--- src/sv/entry_review_backoff_assert.svh ---
// Assertion macros shared by the entry review backoff design.
`ifndef ENTRY_REVIEW_BACKOFF_ASSERT_SVH
`define ENTRY_REVIEW_BACKOFF_ASSERT_SVH

// Checks cons in the same cycle whenever ante holds.
`define ERB_ASSERT_NOW(label, ante, cons, msg) \
  label: assert property (@(posedge clk) disable iff (rst) (ante) |-> (cons)) \
    else $error(msg);

// Checks cons in the cycle after ante holds.
`define ERB_ASSERT_NEXT(label, ante, cons, msg) \
  label: assert property (@(posedge clk) disable iff (rst) (ante) |=> (cons)) \
    else $error(msg);

`endif

--- src/sv/erb_pkg.sv ---
// Types and constants of the entry review backoff block.
package erb_pkg;

  localparam int THR_W       = 16;
  localparam int MIN_W       = 20;
  localparam int VERDICT_W   = 3;
  localparam int ACTION_W    = 2;
  localparam int CFG_INDEX_W = 2;
  localparam int CFG_DATA_W  = 20;

  localparam logic CMD_VERDICT = 1'b0;
  localparam logic CMD_RETIRE  = 1'b1;

  localparam logic [VERDICT_W-1:0] V_DIRECT       = 3'd0;
  localparam logic [VERDICT_W-1:0] V_BLOCKED      = 3'd1;
  localparam logic [VERDICT_W-1:0] V_DOWN         = 3'd2;
  localparam logic [VERDICT_W-1:0] V_TUNNEL       = 3'd3;
  localparam logic [VERDICT_W-1:0] V_INCONCLUSIVE = 3'd4;

  localparam logic [CFG_INDEX_W-1:0] REG_RETIRE_THRESHOLD     = 2'd0;
  localparam logic [CFG_INDEX_W-1:0] REG_RETIRE_THRESHOLD_CAP = 2'd1;
  localparam logic [CFG_INDEX_W-1:0] REG_BASE_MINUTES         = 2'd2;
  localparam logic [CFG_INDEX_W-1:0] REG_CAP_MINUTES          = 2'd3;

  localparam logic [THR_W-1:0] RETIRE_THRESHOLD_RST     = 16'd3;
  localparam logic [THR_W-1:0] RETIRE_THRESHOLD_CAP_RST = 16'd10;
  localparam logic [MIN_W-1:0] BASE_MINUTES_RST         = 20'd60;
  localparam logic [MIN_W-1:0] CAP_MINUTES_RST          = 20'd1440;

  typedef enum logic [ACTION_W-1:0] {
    ACT_KEEP   = 2'd0,
    ACT_RETIRE = 2'd1,
    ACT_HOLD   = 2'd2
  } action_t;

  typedef struct packed {
    logic [THR_W-1:0] retire_threshold;
    logic [THR_W-1:0] retire_threshold_cap;
    logic [MIN_W-1:0] base_minutes;
    logic [MIN_W-1:0] cap_minutes;
  } cfg_t;

endpackage

--- src/sv/erb_if.sv ---
// Valid/ready channel interfaces for verdict beats and result beats.
interface erb_in_if;
  logic                          valid;
  logic                          ready;
  logic                          cmd;
  logic [erb_pkg::VERDICT_W-1:0] verdict;

  modport source (output valid, output cmd, output verdict, input ready);
  modport sink (input valid, input cmd, input verdict, output ready);
endinterface

interface erb_out_if;
  logic                          valid;
  logic                          ready;
  logic [erb_pkg::ACTION_W-1:0]  action;
  logic [erb_pkg::MIN_W-1:0]     interval_minutes;
  logic [erb_pkg::VERDICT_W-1:0] last_seen;

  modport source (output valid, output action, output interval_minutes, output last_seen,
                  input ready);
  modport sink (input valid, input action, input interval_minutes, input last_seen,
                output ready);
endinterface

--- src/sv/entry_review_backoff.sv ---
// A verdict beat is captured in the input register, then its result is loaded into the result register.
// Throughput: one beat per cycle; a stalled result beat holds the input register,
// so the input ready follows the result ready in the same cycle.
// The per-beat path is the counter update, threshold add/compare and capped shift.
// Reset (rst, synchronous, active high) clears all counters, the last verdict and
// the pipeline valid flags, and restores the configuration register defaults.
module entry_review_backoff #(
  parameter int COUNT_WIDTH   = 32,
  parameter int MAX_DOUBLINGS = 16
) (
  input  logic                            clk,
  input  logic                            rst,
  input  logic                            cfg_we,
  input  logic [erb_pkg::CFG_INDEX_W-1:0] cfg_index,
  input  logic [erb_pkg::CFG_DATA_W-1:0]  cfg_data,
  erb_in_if.sink                          verdicts,
  erb_out_if.source                       results
);

  `include "entry_review_backoff_assert.svh"

  localparam int DW = $clog2(MAX_DOUBLINGS + 1);

  erb_pkg::cfg_t cfg;

  logic                          held_valid;
  logic                          held_cmd;
  logic [erb_pkg::VERDICT_W-1:0] held_verdict;

  logic                          out_valid;
  logic [erb_pkg::ACTION_W-1:0]  out_action;
  logic [erb_pkg::MIN_W-1:0]     out_interval;
  logic [erb_pkg::VERDICT_W-1:0] out_last_seen;

  logic                          in_fire;
  logic                          out_load;
  erb_pkg::action_t              action;
  logic                          run_active;
  logic [DW-1:0]                 doublings;
  logic [erb_pkg::VERDICT_W-1:0] last_seen;
  logic [erb_pkg::MIN_W-1:0]     interval_minutes;
  logic [erb_pkg::MIN_W-1:0]     base_floor;

  erb_cfg u_cfg (
    .clk   (clk),
    .rst   (rst),
    .we    (cfg_we),
    .index (cfg_index),
    .data  (cfg_data),
    .cfg   (cfg)
  );

  erb_track #(
    .COUNT_WIDTH   (COUNT_WIDTH),
    .MAX_DOUBLINGS (MAX_DOUBLINGS)
  ) u_track (
    .clk        (clk),
    .rst        (rst),
    .fire       (out_load),
    .cmd        (held_cmd),
    .verdict    (held_verdict),
    .cfg        (cfg),
    .action     (action),
    .run_active (run_active),
    .doublings  (doublings),
    .last_seen  (last_seen)
  );

  erb_interval #(
    .MAX_DOUBLINGS (MAX_DOUBLINGS)
  ) u_interval (
    .run_active       (run_active),
    .doublings        (doublings),
    .base_minutes     (cfg.base_minutes),
    .cap_minutes      (cfg.cap_minutes),
    .interval_minutes (interval_minutes)
  );

  assign out_load       = held_valid && (!out_valid || results.ready);
  assign verdicts.ready = !held_valid || out_load;
  assign in_fire        = verdicts.valid && verdicts.ready;

  always_ff @(posedge clk) begin
    if (rst) begin
      held_valid <= 1'b0;
    end else if (in_fire) begin
      held_valid <= 1'b1;
    end else if (out_load) begin
      held_valid <= 1'b0;
    end
  end

  always_ff @(posedge clk) begin
    if (in_fire) begin
      held_cmd     <= verdicts.cmd;
      held_verdict <= verdicts.verdict;
    end
  end

  always_ff @(posedge clk) begin
    if (rst) begin
      out_valid <= 1'b0;
    end else if (out_load) begin
      out_valid <= 1'b1;
    end else if (results.ready) begin
      out_valid <= 1'b0;
    end
  end

  always_ff @(posedge clk) begin
    if (out_load) begin
      out_action    <= action;
      out_interval  <= interval_minutes;
      out_last_seen <= last_seen;
    end
  end

  assign results.valid            = out_valid;
  assign results.action           = out_action;
  assign results.interval_minutes = out_interval;
  assign results.last_seen        = out_last_seen;

  assign base_floor = (cfg.base_minutes == '0) ? erb_pkg::MIN_W'(1) : cfg.base_minutes;

  `ERB_ASSERT_NOW(a_retire_at_base, results.valid && results.action == erb_pkg::ACT_RETIRE, results.interval_minutes == base_floor, "retirement proposal without base interval")
  `ERB_ASSERT_NOW(a_retire_last_direct, results.valid && results.action == erb_pkg::ACT_RETIRE, results.last_seen == erb_pkg::V_DIRECT, "retirement proposal after non-direct verdict")
  `ERB_ASSERT_NOW(a_interval_nonzero, results.valid, results.interval_minutes != '0, "zero review interval")
  `ERB_ASSERT_NEXT(a_load_shows, out_load, results.valid, "loaded result not presented")

endmodule

--- src/sv/erb_cfg.sv ---
// Configuration register file of the entry review backoff block.
module erb_cfg (
  input  logic                            clk,
  input  logic                            rst,
  input  logic                            we,
  input  logic [erb_pkg::CFG_INDEX_W-1:0] index,
  input  logic [erb_pkg::CFG_DATA_W-1:0]  data,
  output erb_pkg::cfg_t                   cfg
);

  always_ff @(posedge clk) begin
    if (rst) begin
      cfg.retire_threshold     <= erb_pkg::RETIRE_THRESHOLD_RST;
      cfg.retire_threshold_cap <= erb_pkg::RETIRE_THRESHOLD_CAP_RST;
      cfg.base_minutes         <= erb_pkg::BASE_MINUTES_RST;
      cfg.cap_minutes          <= erb_pkg::CAP_MINUTES_RST;
    end else if (we) begin
      case (index)
        erb_pkg::REG_RETIRE_THRESHOLD: begin
          cfg.retire_threshold <= data[erb_pkg::THR_W-1:0];
        end
        erb_pkg::REG_RETIRE_THRESHOLD_CAP: begin
          cfg.retire_threshold_cap <= data[erb_pkg::THR_W-1:0];
        end
        erb_pkg::REG_BASE_MINUTES: begin
          cfg.base_minutes <= data[erb_pkg::MIN_W-1:0];
        end
        erb_pkg::REG_CAP_MINUTES: begin
          cfg.cap_minutes <= data[erb_pkg::MIN_W-1:0];
        end
        default: begin
        end
      endcase
    end
  end

endmodule

--- src/sv/erb_track.sv ---
// Health counters, retirement threshold and action decision.
module erb_track #(
  parameter int COUNT_WIDTH   = 32,
  parameter int MAX_DOUBLINGS = 16
) (
  input  logic                                     clk,
  input  logic                                     rst,
  input  logic                                     fire,
  input  logic                                     cmd,
  input  logic [erb_pkg::VERDICT_W-1:0]            verdict,
  input  erb_pkg::cfg_t                            cfg,
  output erb_pkg::action_t                         action,
  output logic                                     run_active,
  output logic [$clog2(MAX_DOUBLINGS+1)-1:0]       doublings,
  output logic [erb_pkg::VERDICT_W-1:0]            last_seen
);

  localparam int DW = $clog2(MAX_DOUBLINGS + 1);
  localparam int RW = ((COUNT_WIDTH > erb_pkg::THR_W) ? COUNT_WIDTH : erb_pkg::THR_W) + 1;

  logic [COUNT_WIDTH-1:0]        success_run;
  logic [COUNT_WIDTH-1:0]        block_count;
  logic [COUNT_WIDTH-1:0]        retire_count;
  logic [erb_pkg::VERDICT_W-1:0] last_verdict;

  logic [COUNT_WIDTH-1:0]        success_run_next;
  logic [COUNT_WIDTH-1:0]        block_count_next;
  logic [COUNT_WIDTH-1:0]        retire_count_next;
  logic [erb_pkg::VERDICT_W-1:0] last_verdict_next;

  logic [COUNT_WIDTH-1:0]   run_inc;
  logic [COUNT_WIDTH-1:0]   block_inc;
  logic [COUNT_WIDTH-1:0]   retire_inc;
  logic [erb_pkg::THR_W-1:0] thr_floor;
  logic [erb_pkg::THR_W-1:0] thr_ceil;
  logic [RW-1:0]            thr_raised;
  logic [RW-1:0]            thr_now;

  assign run_inc    = (&success_run) ? success_run : success_run + 1'b1;
  assign block_inc  = (&block_count) ? block_count : block_count + 1'b1;
  assign retire_inc = (&retire_count) ? retire_count : retire_count + 1'b1;

  assign thr_floor  = (cfg.retire_threshold == '0) ? erb_pkg::THR_W'(1)
                                                   : cfg.retire_threshold;
  assign thr_ceil   = (cfg.retire_threshold_cap > thr_floor) ? cfg.retire_threshold_cap
                                                             : thr_floor;
  assign thr_raised = RW'(thr_floor) + RW'(retire_count);
  assign thr_now    = (thr_raised > RW'(thr_ceil)) ? RW'(thr_ceil) : thr_raised;

  always_comb begin
    success_run_next  = success_run;
    block_count_next  = block_count;
    retire_count_next = retire_count;
    last_verdict_next = last_verdict;
    action            = erb_pkg::ACT_HOLD;
    if (cmd == erb_pkg::CMD_RETIRE) begin
      retire_count_next = retire_inc;
      success_run_next  = '0;
      block_count_next  = '0;
      last_verdict_next = erb_pkg::V_DIRECT;
      action            = erb_pkg::ACT_KEEP;
    end else begin
      case (verdict)
        erb_pkg::V_DIRECT: begin
          last_verdict_next = erb_pkg::V_DIRECT;
          block_count_next  = '0;
          success_run_next  = run_inc;
          action = (RW'(run_inc) >= thr_now) ? erb_pkg::ACT_RETIRE : erb_pkg::ACT_KEEP;
        end
        erb_pkg::V_BLOCKED: begin
          last_verdict_next = erb_pkg::V_BLOCKED;
          success_run_next  = '0;
          block_count_next  = block_inc;
          action            = erb_pkg::ACT_KEEP;
        end
        default: begin
          action = erb_pkg::ACT_HOLD;
        end
      endcase
    end
  end

  assign run_active = (success_run_next != '0);
  assign doublings  = (block_count_next < COUNT_WIDTH'(MAX_DOUBLINGS))
                      ? block_count_next[DW-1:0] : DW'(MAX_DOUBLINGS);
  assign last_seen  = last_verdict_next;

  always_ff @(posedge clk) begin
    if (rst) begin
      success_run  <= '0;
      block_count  <= '0;
      retire_count <= '0;
      last_verdict <= erb_pkg::V_DIRECT;
    end else if (fire) begin
      success_run  <= success_run_next;
      block_count  <= block_count_next;
      retire_count <= retire_count_next;
      last_verdict <= last_verdict_next;
    end
  end

endmodule

--- src/sv/erb_interval.sv ---
// Capped exponential review interval from the updated counters.
module erb_interval #(
  parameter int MAX_DOUBLINGS = 16
) (
  input  logic                                run_active,
  input  logic [$clog2(MAX_DOUBLINGS+1)-1:0]  doublings,
  input  logic [erb_pkg::MIN_W-1:0]           base_minutes,
  input  logic [erb_pkg::MIN_W-1:0]           cap_minutes,
  output logic [erb_pkg::MIN_W-1:0]           interval_minutes
);

  localparam int WW = erb_pkg::MIN_W + MAX_DOUBLINGS;

  logic [erb_pkg::MIN_W-1:0] base;
  logic [erb_pkg::MIN_W-1:0] cap;
  logic [WW-1:0]             scaled;

  assign base   = (base_minutes == '0) ? erb_pkg::MIN_W'(1) : base_minutes;
  assign cap    = (cap_minutes < base) ? base : cap_minutes;
  assign scaled = WW'(base) << doublings;

  always_comb begin
    if (run_active) begin
      interval_minutes = base;
    end else if (scaled > WW'(cap)) begin
      interval_minutes = cap;
    end else begin
      interval_minutes = scaled[erb_pkg::MIN_W-1:0];
    end
  end

endmodule

--- src/flat_wrapper.sv ---
// flat-port wrapper written by rule: the top's interface ports become plain ports
module entry_review_backoff_flat 
#(
  parameter int COUNT_WIDTH   = 32,
  parameter int MAX_DOUBLINGS = 16
)
  (clk, rst, cfg_we, cfg_index, cfg_data, verdicts_valid, verdicts_cmd, verdicts_verdict, verdicts_ready, results_valid, results_action, results_interval_minutes, results_last_seen, results_ready);
  erb_in_if verdicts_i ();
  erb_out_if results_i ();
  input  logic clk;
  input  logic rst;
  input  logic cfg_we;
  input  logic [erb_pkg::CFG_INDEX_W-1:0] cfg_index;
  input  logic [erb_pkg::CFG_DATA_W-1:0] cfg_data;
  input wire logic [$bits(verdicts_i.valid)-1:0] verdicts_valid;
  input wire logic [$bits(verdicts_i.cmd)-1:0] verdicts_cmd;
  input wire logic [$bits(verdicts_i.verdict)-1:0] verdicts_verdict;
  output wire logic [$bits(verdicts_i.ready)-1:0] verdicts_ready;
  output wire logic [$bits(results_i.valid)-1:0] results_valid;
  output wire logic [$bits(results_i.action)-1:0] results_action;
  output wire logic [$bits(results_i.interval_minutes)-1:0] results_interval_minutes;
  output wire logic [$bits(results_i.last_seen)-1:0] results_last_seen;
  input wire logic [$bits(results_i.ready)-1:0] results_ready;
  assign verdicts_i.valid = verdicts_valid;
  assign verdicts_i.cmd = verdicts_cmd;
  assign verdicts_i.verdict = verdicts_verdict;
  assign verdicts_ready = verdicts_i.ready;
  assign results_valid = results_i.valid;
  assign results_action = results_i.action;
  assign results_interval_minutes = results_i.interval_minutes;
  assign results_last_seen = results_i.last_seen;
  assign results_i.ready = results_ready;
  entry_review_backoff #(.COUNT_WIDTH(COUNT_WIDTH), .MAX_DOUBLINGS(MAX_DOUBLINGS)) u_core (.clk(clk), .rst(rst), .cfg_we(cfg_we), .cfg_index(cfg_index), .cfg_data(cfg_data), .verdicts(verdicts_i), .results(results_i));
endmodule
--- config.mk ---
export PLATFORM = sky130hd
export DESIGN_NAME = entry_review_backoff_flat
export DESIGN_NICKNAME = d
export VERILOG_FILES = /design/src/sv/erb_pkg.sv /design/src/sv/erb_if.sv /design/src/sv/entry_review_backoff.sv /design/src/sv/erb_cfg.sv /design/src/sv/erb_track.sv /design/src/sv/erb_interval.sv /design/src/flat_wrapper.sv
export VERILOG_INCLUDE_DIRS = /design/src /design/src/sv
export SDC_FILE = /design/constraint.sdc
export NUM_CORES = 1
export LEC_CHECK = 0
export BUFFER_PORTS_ARGS = -buffer_cell sky130_fd_sc_hd__buf_2
export CORE_MARGIN = 3
export CORE_UTILIZATION = 58
export CTS_CLUSTER_DIAMETER = 30
export DETAILED_ROUTE_END_ITERATION = 10
export HOLD_SLACK_MARGIN = 0.15
export PLACE_DENSITY_LB_ADDON = 0.05
export SETUP_SLACK_MARGIN = 0.2
export SYNTH_ARGS = -nofsm -noshare
export SYNTH_HDL_FRONTEND = slang
export SYNTH_HIERARCHICAL = 1
export SYNTH_SLANG_ARGS = --single-unit
--- constraint.sdc ---
create_clock -name clk -period 6.7 [get_ports clk]
set_input_delay 0.67 -clock clk [delete_from_list [all_inputs] [get_ports clk]]
set_output_delay 0.67 -clock clk [all_outputs]
set_load 0.01 [all_outputs]
* Yosys cells after proc, flatten, opt, wreduce, memory -nomap -nowiden
Cells that the tools add are included.
Operators by class: order comparisons 6, bitwise operators 1, reduce and logical (&&, ||, !) cells 21, shift operators 1, muxes and demuxes 22, add/sub/neg operators 4, equal/unequal tests 4
Operators with widths (count):
- 32-bit 2-to-1 mux | 4
- 32-bit case mux with 2 select lines | 2
- 32-bit by 1-bit adder with 32-bit output (second input constant) | 3
- 32-bit AND reduction | 3
- 20-bit 2-to-1 mux | 4
- 36-bit by 20-bit > comparator with 1-bit output | 1
- 20-bit by 5-bit << shifter with 36-bit output | 1
- 16-bit by 32-bit adder with 33-bit output | 1
- 32-bit by 33-bit >= comparator with 1-bit output | 1
- 33-bit by 16-bit > comparator with 1-bit output | 1
- 33-bit 2-to-1 mux | 1
- 32-bit by 5-bit less-than comparator with 1-bit output (second input constant) | 1
- 16-bit 2-to-1 mux | 2
- 32-bit nonzero test | 1
- 20-bit zero test | 1
- 20-bit less-than comparator | 1
- 16-bit > comparator | 1
- 16-bit zero test | 1
- 2-bit AND reduction | 4
- 3-bit case mux with 2 select lines | 1
- 1-bit 2-to-1 mux | 5
- 5-bit 2-to-1 mux | 1
- 2-bit == test (second input constant) | 2
- 2-bit case mux with 2 select lines | 1
- other kinds (11) | 15
Word-level totals: output and inout port bits 27, flip-flop bits (word level) 202, input bits 31, logic and storage cells 74

* Logic depth before layout (Yosys ltp)
Gate-level depths: netlist (run 1).
depth after elaboration 10, depth in mapped cells 35, depth with buffers taken out 32

* Cells and area by module
Netlist (run 1), hierarchy kept.
Modules (own cells, without submodules):
- erb_track | times used 1, area an instance 9624.2 um^2, sequential area each 1981.9 um^2, cells an instance 1310
- erb_interval | times used 1, area an instance 3422.0 um^2, sequential area each 0.0 um^2, cells an instance 440
- erb_cfg | times used 1, area an instance 2894.0 um^2, sequential area each 1441.4 um^2, cells an instance 272
- entry_review_backoff | times used 1, area an instance 974.7 um^2, sequential area each 910.9 um^2, cells an instance 39

* Worst setup path after synthesis (run 1)
Ideal clock, no wire load.
path type reg-to-reg, start reg u_core.u_track.block_count[0], end reg u_core.out_interval, in the netlist u_core/results.interval_minutes[10], data pin, arrival time 6.198 ns, clock period less this slack 6.471 ns, data required time 6.426 ns, setup slack 0.229 ns, path buffers 5, cell stages (with the launch flop) 29, setup time 0.274 ns, path through dfxtp_1 ha_1 and3_1 and4_1 clkbuf_1 a41oi_2 nand4_1 xnor2_1 or4_1 a211oi_2 nand4_1 a21oi_1 buf_6 clkbuf_1 clkbuf_1 mux4_2 nand2_1 a21oi_1 a31o_2 and2_1 ha_1 nand4_1 or2_2 nor3_1 mux2_2 o21ai_1 buf_2 o41ai_2 a31oi_1
Between the ends: longest elaborated chain between the ends 10, elaborated cells on any way between the ends 11, classes of those cells 1 x add/sub; 2 x order compare; 1 x shift; 6 x mux; 1 x reduce/logical
Ends and longest elaborated chain:
- start, declared | RTL line erb_track.sv:22 | logic [COUNT_WIDTH-1:0] block_count;
- start signal, assigned | RTL line erb_track.sv:96 | block_count <= block_count_next;
- 32-bit by 1-bit adder with 32-bit output or 32-bit AND reduction (tied branches) | RTL line erb_track.sv:40 | assign block_inc = (&block_count) ? block_count : block_count + 1'b1;
- 32-bit 2-to-1 mux | RTL line erb_track.sv:40
- 32-bit case mux with 2 select lines (*) | RTL line erb_track.sv:63 | case (verdict)
- 32-bit 2-to-1 mux (*) | RTL line erb_track.sv:56 | if (cmd == erb_pkg::CMD_RETIRE) begin
- 32-bit by 5-bit less-than comparator with 1-bit output | RTL line erb_track.sv:84 | assign doublings = (block_count_next < COUNT_WIDTH'(MAX_DOUBLINGS))
- 5-bit 2-to-1 mux (*) | RTL line erb_track.sv:85 | ? block_count_next[DW-1:0] : DW'(MAX_DOUBLINGS);
- via u_core.doublings[1] | RTL line entry_review_backoff.sv:39 | logic [DW-1:0] doublings;
- 20-bit by 5-bit << shifter with 36-bit output (*) | RTL line erb_interval.sv:20 | assign scaled = WW'(base) << doublings;
- 36-bit by 20-bit > comparator with 1-bit output | RTL line erb_interval.sv:25 | end else if (scaled > WW'(cap)) begin
- 20-bit 2-to-1 mux (*) | RTL line erb_interval.sv:25
- 20-bit 2-to-1 mux (*) | RTL line erb_interval.sv:23 | if (run_active) begin
- via u_core.interval_minutes (one bit) | RTL line entry_review_backoff.sv:41 | logic [erb_pkg::MIN_W-1:0] interval_minutes;
- end signal, assigned | RTL line entry_review_backoff.sv:113 | out_interval <= interval_minutes;
- end, declared | RTL line entry_review_backoff.sv:32 | logic [erb_pkg::MIN_W-1:0] out_interval;
Mark *: on every way through the listed nets, which the timed path passes. The rest lies on a longest branch. A chain may end at the register's enable or synchronous reset.

* Worst setup path after layout (run 1)
start reg u_core.u_track.block_count[22], end reg u_core.out_interval, in the netlist u_core/results.interval_minutes[2], data pin
Same word-level chain as after synthesis.

==> run_results.csv, run 1 <==
group,metric,value,unit
setup_path,r2r_slack,270,ps
setup_path,worst_setup_path_start_kind,"register",
synth,syn_inst,2061,
synth,synth_flop_cell,"dfxtp_1",
global_routing,antenna_found_initial,0,
die,io_pins,58,
synth,ys_top_cells_by_count,"nor2_1, dfxtp_1, nand2_1, ha_1, mux2i_1",
place,hpwl,35200,um
setup_path,worst-endpoint-required,6950,ps
cts,cts_tree,"done",
final_layout,utilization,71.2,%
routing,vias,16111,
sta,fmax,155,MHz
place,gp_congestion,1.01,
synth,synth-edff-count,29,
cts,cts_buffer_depth,3,
worst_hold_path,worstHoldStart,"verdicts_cmd",
place,dpl_cell_area,17600,sq um
synth,ys_ff_latch,202,
worst_hold_path,whs_path_depth,1,
synth,synth_cell_types,107,
place,dp.cells,2424,
final_layout,ff_latch_area,4360,sq um
cts,cts_inserted_buffers,48,
setup_path,cp_top_family,"simple AND/OR/NAND/NOR gates",
status,run_status,"complete, no violations",
synth,synth_top_cell_area_share,20.5,%
worst_hold_path,hold_path_class,"input pin to register",
global_routing,grt_pass1_wl,79100,um
synth,syn_area,16900,sq um
routing,ant_nets,0,
synth,synth_most_common_cell,"nor2_1",
die,core,28200,sq um
final_layout,stdcell_count,2557,
routing,drt-total-wl,50000,um
synth,yosys-top-cells-area,"dfxtp_1, ha_1, mux2i_1",
setup_path,cp.buffers_inverters,4,
die,dieArea,31200,sq um
pwr,p_per_area,227,nW/um^2
synth,avgSynthCellArea,8.21,sq um
place,portBuffers,57,
setup_path,end_kind,"register",
place,place_ws,-313,ps
pwr,leakagePower,8.38,nW
setup_path,crit_arrival,6680,ps
sta,period_share,96.0,%
sta,relSlewSlack,17.1,%
pwr,ir_drop,0.222,mV
routing,vias_per_cell,6.30,
routing,wl_per_cell,19.5,um
sta,setup_viol,0,
sta,fin_skew,20.3,ps
final_layout,final_net_count,2293,
final_layout,nFillCells,2258,
setup_path,r2r-start,"u_core/u_track/block_count[22]",
die,die_w,177,um
cts,cts-htree-levels,2,
die,start_util,59.9,%
final_layout,post-route-cell-area,20100,sq um
sta,slew_viol_final,0,
synth,ys_async_sr_fraction,0,%
setup_path,r2r_cells,26,
setup_path,cpPeakStageDelay,610,ps
cts,clkTransAtPathRegs,50,ps
cts,clock_latency,550,ps
worst_hold_path,worst_hold_path.endpoint,"u_core/held_cmd",
cts,clockRootBuffer,"clkbuf_16",
cts,cts_num_sinks,202,
synth,seq_area_frac_synth,25.6,%
setup_path,critical_path.slowest_cell,"or4_4",
routing,drcViolationCount,0,
sta,tightestPinTransition,1240,ps
setup_path,critPathKind,"register to register",
final_layout,drive_gt1_share,19.4,%
synth,synth_area_leader_cell,"dfxtp_1",
synth,ys_warn_count,6,
global_routing,grt_max_degree,145,
sta,setup_slack,265,ps
final_layout,multi_input_area,12000,sq um
routing,dr.pass1.iters,6,
sta,rsz0062_at_grt,"no",
routing,drtIter0Drc,1453,
global_routing,grt_pass1_vias,15187,
flow_run,maxCapViolations,0,
setup_path,crit_fanout,8,
global_routing,grtUsageTotal,30.6,%
sta,hold_viol_final,0,
global_routing,grt_overflow,0,
setup_path,r2r_end,"u_core/results.interval_minutes[2]",
final_layout,antenna_cells,0,
die,rows,61,
sta,finalCriticalPeriod,6430,ps
die,dieHeight,177,um
final_layout,synthToLayoutAreaGrowth,18.9,%
==> state kept, by name, summed over array words and instances, names as in the netlist <==
register,cells
u_core/u_track/success_run,32
u_core/u_track/retire_count,32
u_core/held_valid,1
u_core/u_cfg/cfg,72
u_core/u_track/block_count,32
u_core/u_track/last_verdict,3
u_core/results.valid,1
u_core/results.last_seen,3
u_core/results.interval_minutes,20
u_core/results.action,2
u_core/held_verdict,3
u_core/held_cmd,1
==> stage by stage <==
| stage | TNS, ps | power, mW | hold WS (ps) |
|---|---|---|---|
| 6_report | 0 | 4.56 | 298 |
| 5_1_grt | 0 | 4.72 | 281 |
| 4_1_cts | 0 | 4.45 | 286 |
| 3_5_place_dp | -3060 | 2.04 | 462 |
| 3_3_place_gp | -233 | 2.03 | 458 |
| 2_1_floorplan | 0 | 1.85 | 447 |
==> routing by layer <==
layer / share of wire [%] / GRT usage (%) / up-vias
met5: 0 / 0 / -
met4: 3.3 / 11.0 / 0
met3: 6.7 / 4.72 / 139
met2: 47 / 50.6 / 618
met1: 43 / 40.8 / 7679
li1: - / - / 7675
==> final cells by class <==
cell class                      instances  area share [%]
Timing Repair Buffer                  173            6.43
Inverter                               78            1.46
Clock inverter                         28            1.72
Multi-Input combinational cell       1636            59.8
Tap cell                              378            2.35
Clock buffer                           62            6.59
Sequential cell                       202            21.7
==> cells in the final DEF (no fill, tap or decap), drive strengths merged, types with 38 or more instances in the layout <==
cell and n:
nor2 200, dfxtp 173, buf 169, nand2 140
ha 122, mux2i 122, a21oi 111, nand2b 93
o21ai 89, inv 80, clkbuf 66, nand4 61
xnor2 60, nand3 57, nor3 51, a21o 38
==> where the power goes <==
| part | leakage (nW) | switching (mW) | total [mW] | internal, mW |
|---|---|---|---|---|
| Sequential | 1.68 | 0.0303 | 1.31 | 1.28 |
| Clock | 0.810 | 0.737 | 2.39 | 1.66 |
| Combinational | 5.89 | 0.458 | 0.857 | 0.399 |
==> how the worst max path moves through the flow <==
stage | start | to | depth (start not counted)
6_report | u_core/u_track/block_count[22] | u_core/results.interval_minutes[2] | 26
5_1_grt | u_core/u_track/block_count[22] | u_core/results.interval_minutes[2] | 27
4_1_cts | u_core/u_track/block_count[27] | u_core/results.interval_minutes[2] | 24
3_5_place_dp | u_core/u_track/block_count[0] | u_core/results.interval_minutes[0] | 24
3_3_place_gp | u_core/u_track/block_count[0] | u_core/results.interval_minutes[0] | 24
2_1_floorplan | u_core/u_track/block_count[0] | u_core/results.interval_minutes[10] | 28
==> timing repair <==
item,in CTS,in global routing
cloned,0,6
setup endpoints to repair,21,21
resized for setup,16,79
pin swaps,4,34
hold buffers,0,0
buffers inserted,2,35
==> cells by family after synthesis <==
| family | after synthesis | share of synthesized area [%] |
|---|---|---|
| DFF | 202 | 25.6 |
| adders and majority gates | 123 | 9.14 |
| other | 1 | 0.0222 |
| and+or+nand+nor | 790 | 24.6 |
| muxes | 169 | 11.6 |
| AOI/OAI and AO/OA | 441 | 17.9 |
| buffers and inverters | 239 | 6.11 |
| xor gates and xnor gates | 96 | 4.97 |
No activity file was read; power rests on OpenSTA's default activity.
==> inputs of run 2 (changes only) <==
- CORE_UTILIZATION: 58 -> 49
==> run 2 against run 1 <==
Compared with the run above: die area up 18%; power increased by 7.4%; sequential power about the same; register-to-register slack got worse by 20 ps; first-iteration DRC count decreased by 12%; non-clock buffer count is 18 higher; final area increased by 4.0%; critical path type unchanged; critical endpoint is now u_core/results.action[0].
==> run_results.csv, run 2 (same netlist as run 1, synthesis figures left out) <==
group,metric,value,unit
die,dieHeight,192,um
sta,slew_viol_final,0,
sta,fin_skew,30.7,ps
sta,period_share,96.4,%
worst_hold_path,whs_path_depth,1,
die,io_pins,58,
final_layout,largest_register,"u_core/u_cfg/cfg",
die,core,33800,sq um
sta,finalCriticalPeriod,6460,ps
setup_path,cpPeakStageDelay,390,ps
sta,rsz0062_at_grt,"yes",
cts,cts_tree,"done",
final_layout,nFillCells,2976,
sta,fin_tns_setup,0,ps
final_layout,ff_latch_area,4360,sq um
pwr,p_per_area,234,nW/um^2
global_routing,grt_overflow,0,
die,die_w,192,um
routing,dr.pass1.iters,6,
place,gp_congestion,1.00,
place,portBuffers,57,
routing,highest_layer,"met4",
pwr,power_frac_clock,54.9,%
global_routing,grt_pass1_wl,79200,um
routing,m1WireLength,22200,um
final_layout,drive_gt1_share,22.0,%
pwr,internal_power,3.55,mW
setup_path,critical_path.slowest_cell,"dfxtp_4",
routing,drtIter0Drc,1276,
global_routing,antenna_found_initial,0,
cts,cts_buffer_depth,3,
setup_path,critPathKind,"register to register",
routing,drt-total-wl,51100,um
routing,ant_nets,0,
routing,drcViolationCount,0,
cts,cts_num_sinks,202,
routing,route.met3.wl,2630,um
global_routing,grt_pass1_vias,15060,
global_routing,grtUsageTotal,26.4,%
routing,met2_length,24600,um
final_layout,antenna_cells,0,
pwr,combPwrFrac,18.4,%
worst_hold_path,worst_hold_path.endpoint,"u_core/held_verdict[1]",
final_layout,final_common_cell,"nor2_1",
setup_path,worst-endpoint-required,7090,ps
die,start_util,50.1,%
sta,relSlewSlack,13.1,%
pwr,leakagePower,8.65,nW
sta,setup_viol,0,
worst_hold_path,hold_path_class,"input pin to register",
worst_hold_path,worstHoldStart,"verdicts_verdict[1]",
setup_path,worst_setup_path_start_kind,"register",
pwr,ir_drop,0.199,mV
sta,tightestPinTransition,1300,ps
setup_path,crit_arrival,6850,ps
global_routing,grt_max_degree,126,
setup_path,r2r_end,"u_core/results.action[0]",
final_layout,largest_register_ffs,72,
cts,cts-htree-levels,2,
pwr,p_switching,1.34,mW
setup_path,r2r-start,"u_core/u_cfg/cfg[70]",
pwr,p_seq_share,26.7,%
cts,clkTransAtPathRegs,50,ps
cts,cts_hold_buf,0,
cts,clockRootBuffer,"clkbuf_16",
setup_path,end_kind,"register",
sta,hold_viol_final,0,
cts,clock_latency,600,ps
cts,cts_inserted_buffers,51,
sta,fmax,155,MHz
routing,vias,16132,
final_layout,synthToLayoutAreaGrowth,23.6,%
status,run_status,"complete, no violations",
final_layout,final_cell_mix,"nor2_1, dfxtp_1, nand2_1",
place,dp.cells,2499,
setup_path,r2r_cells,31,
final_layout,stdcell_count,2650,
final_layout,final_net_count,2313,
pwr,swShare,27.4,%
die,rows,67,
routing,wl_per_cell,19.3,um
routing,vias_per_cell,6.09,
place,hpwl,35800,um
setup_path,crit_fanout,7,
die,dieArea,36800,sq um
final_layout,multi_input_area,12300,sq um
flow_run,maxCapViolations,0,
setup_path,r2r_slack,240,ps
==> run 2: timing repair <==
| item | in CTS | in global routing |
|---|---|---|
| buffers inserted | 7 | 41 |
| gates resized for setup | 18 | 135 |
| cloned | 2 | 5 |
| pin swaps | 11 | 85 |
| setup endpoints to repair | 21 | 21 |
==> run 2: critical path, delay by kind of cell (launching register included) <==
| family | cells | cell delay (ps) |
|---|---|---|
| buffers and inverters | 3 | 420 |
| multiplexers | 1 | 340 |
| adder cells (fa/ha/maj) | 4 | 1140 |
| AO/OA/AOI/OAI | 13 | 2210 |
| XOR/XNOR | 1 | 250 |
| flip-flops | 1 | 390 |
| AND/OR/NAND/NOR | 9 | 1500 |
==> run 2: through the flow <==
step                      area, sq um  hold slack, ps  worst slack (ps)  utilization [%]  total power, mW
final                           20900             247               244             61.9             4.90
after global routing            20900             233              33.1             61.9             5.08
after CTS                       19900             215               219             58.8             4.79
after detailed placement        17700             467              -147             52.5             2.06
after global placement          17700             458              -117             52.5             2.05
after floorplan                 17000             447               229                -             1.85
==> run 2: power by group through the flow <==
stage          registers, mW  clock network [mW]  logic [mW]
6_report                1.31                2.69       0.902
5_1_grt                 1.31                2.80       0.965
4_1_cts                 1.31                2.73       0.751
3_5_place_dp            1.33                   0       0.729
3_3_place_gp            1.33                   0       0.719
2_1_floorplan           1.33                   0       0.522
==> run 2: cell type report <==
class                      instances  share of cell area, %
clock buffer                      61                   6.72
clock inverter                    35                   2.44
inverter                          78                   1.40
multi-input combinational       1635                   58.7
sequential                       202                   20.8
tap                              448                   2.68
timing repair buffer             191                   7.18
==> run 2: layer usage <==
layer  track usage, %  up-vias
li1                 -     7723
met1             34.2     7752
met2             44.9      539
met3             3.18      118
met4             10.2        0
met5                0        -
==> run 2: worst max path at each step <==
stage,start,endpoint,cells after the start
2_1_floorplan,u_core/u_track/block_count[0],u_core/results.interval_minutes[10],28
3_3_place_gp,u_core/u_cfg/cfg[60],u_core/results.action[0],33
3_5_place_dp,u_core/u_cfg/cfg[70],u_core/results.action[0],33
4_1_cts,u_core/u_cfg/cfg[60],u_core/results.action[0],33
5_1_grt,u_core/u_cfg/cfg[60],u_core/results.action[0],33
6_report,u_core/u_cfg/cfg[70],u_core/results.action[0],31
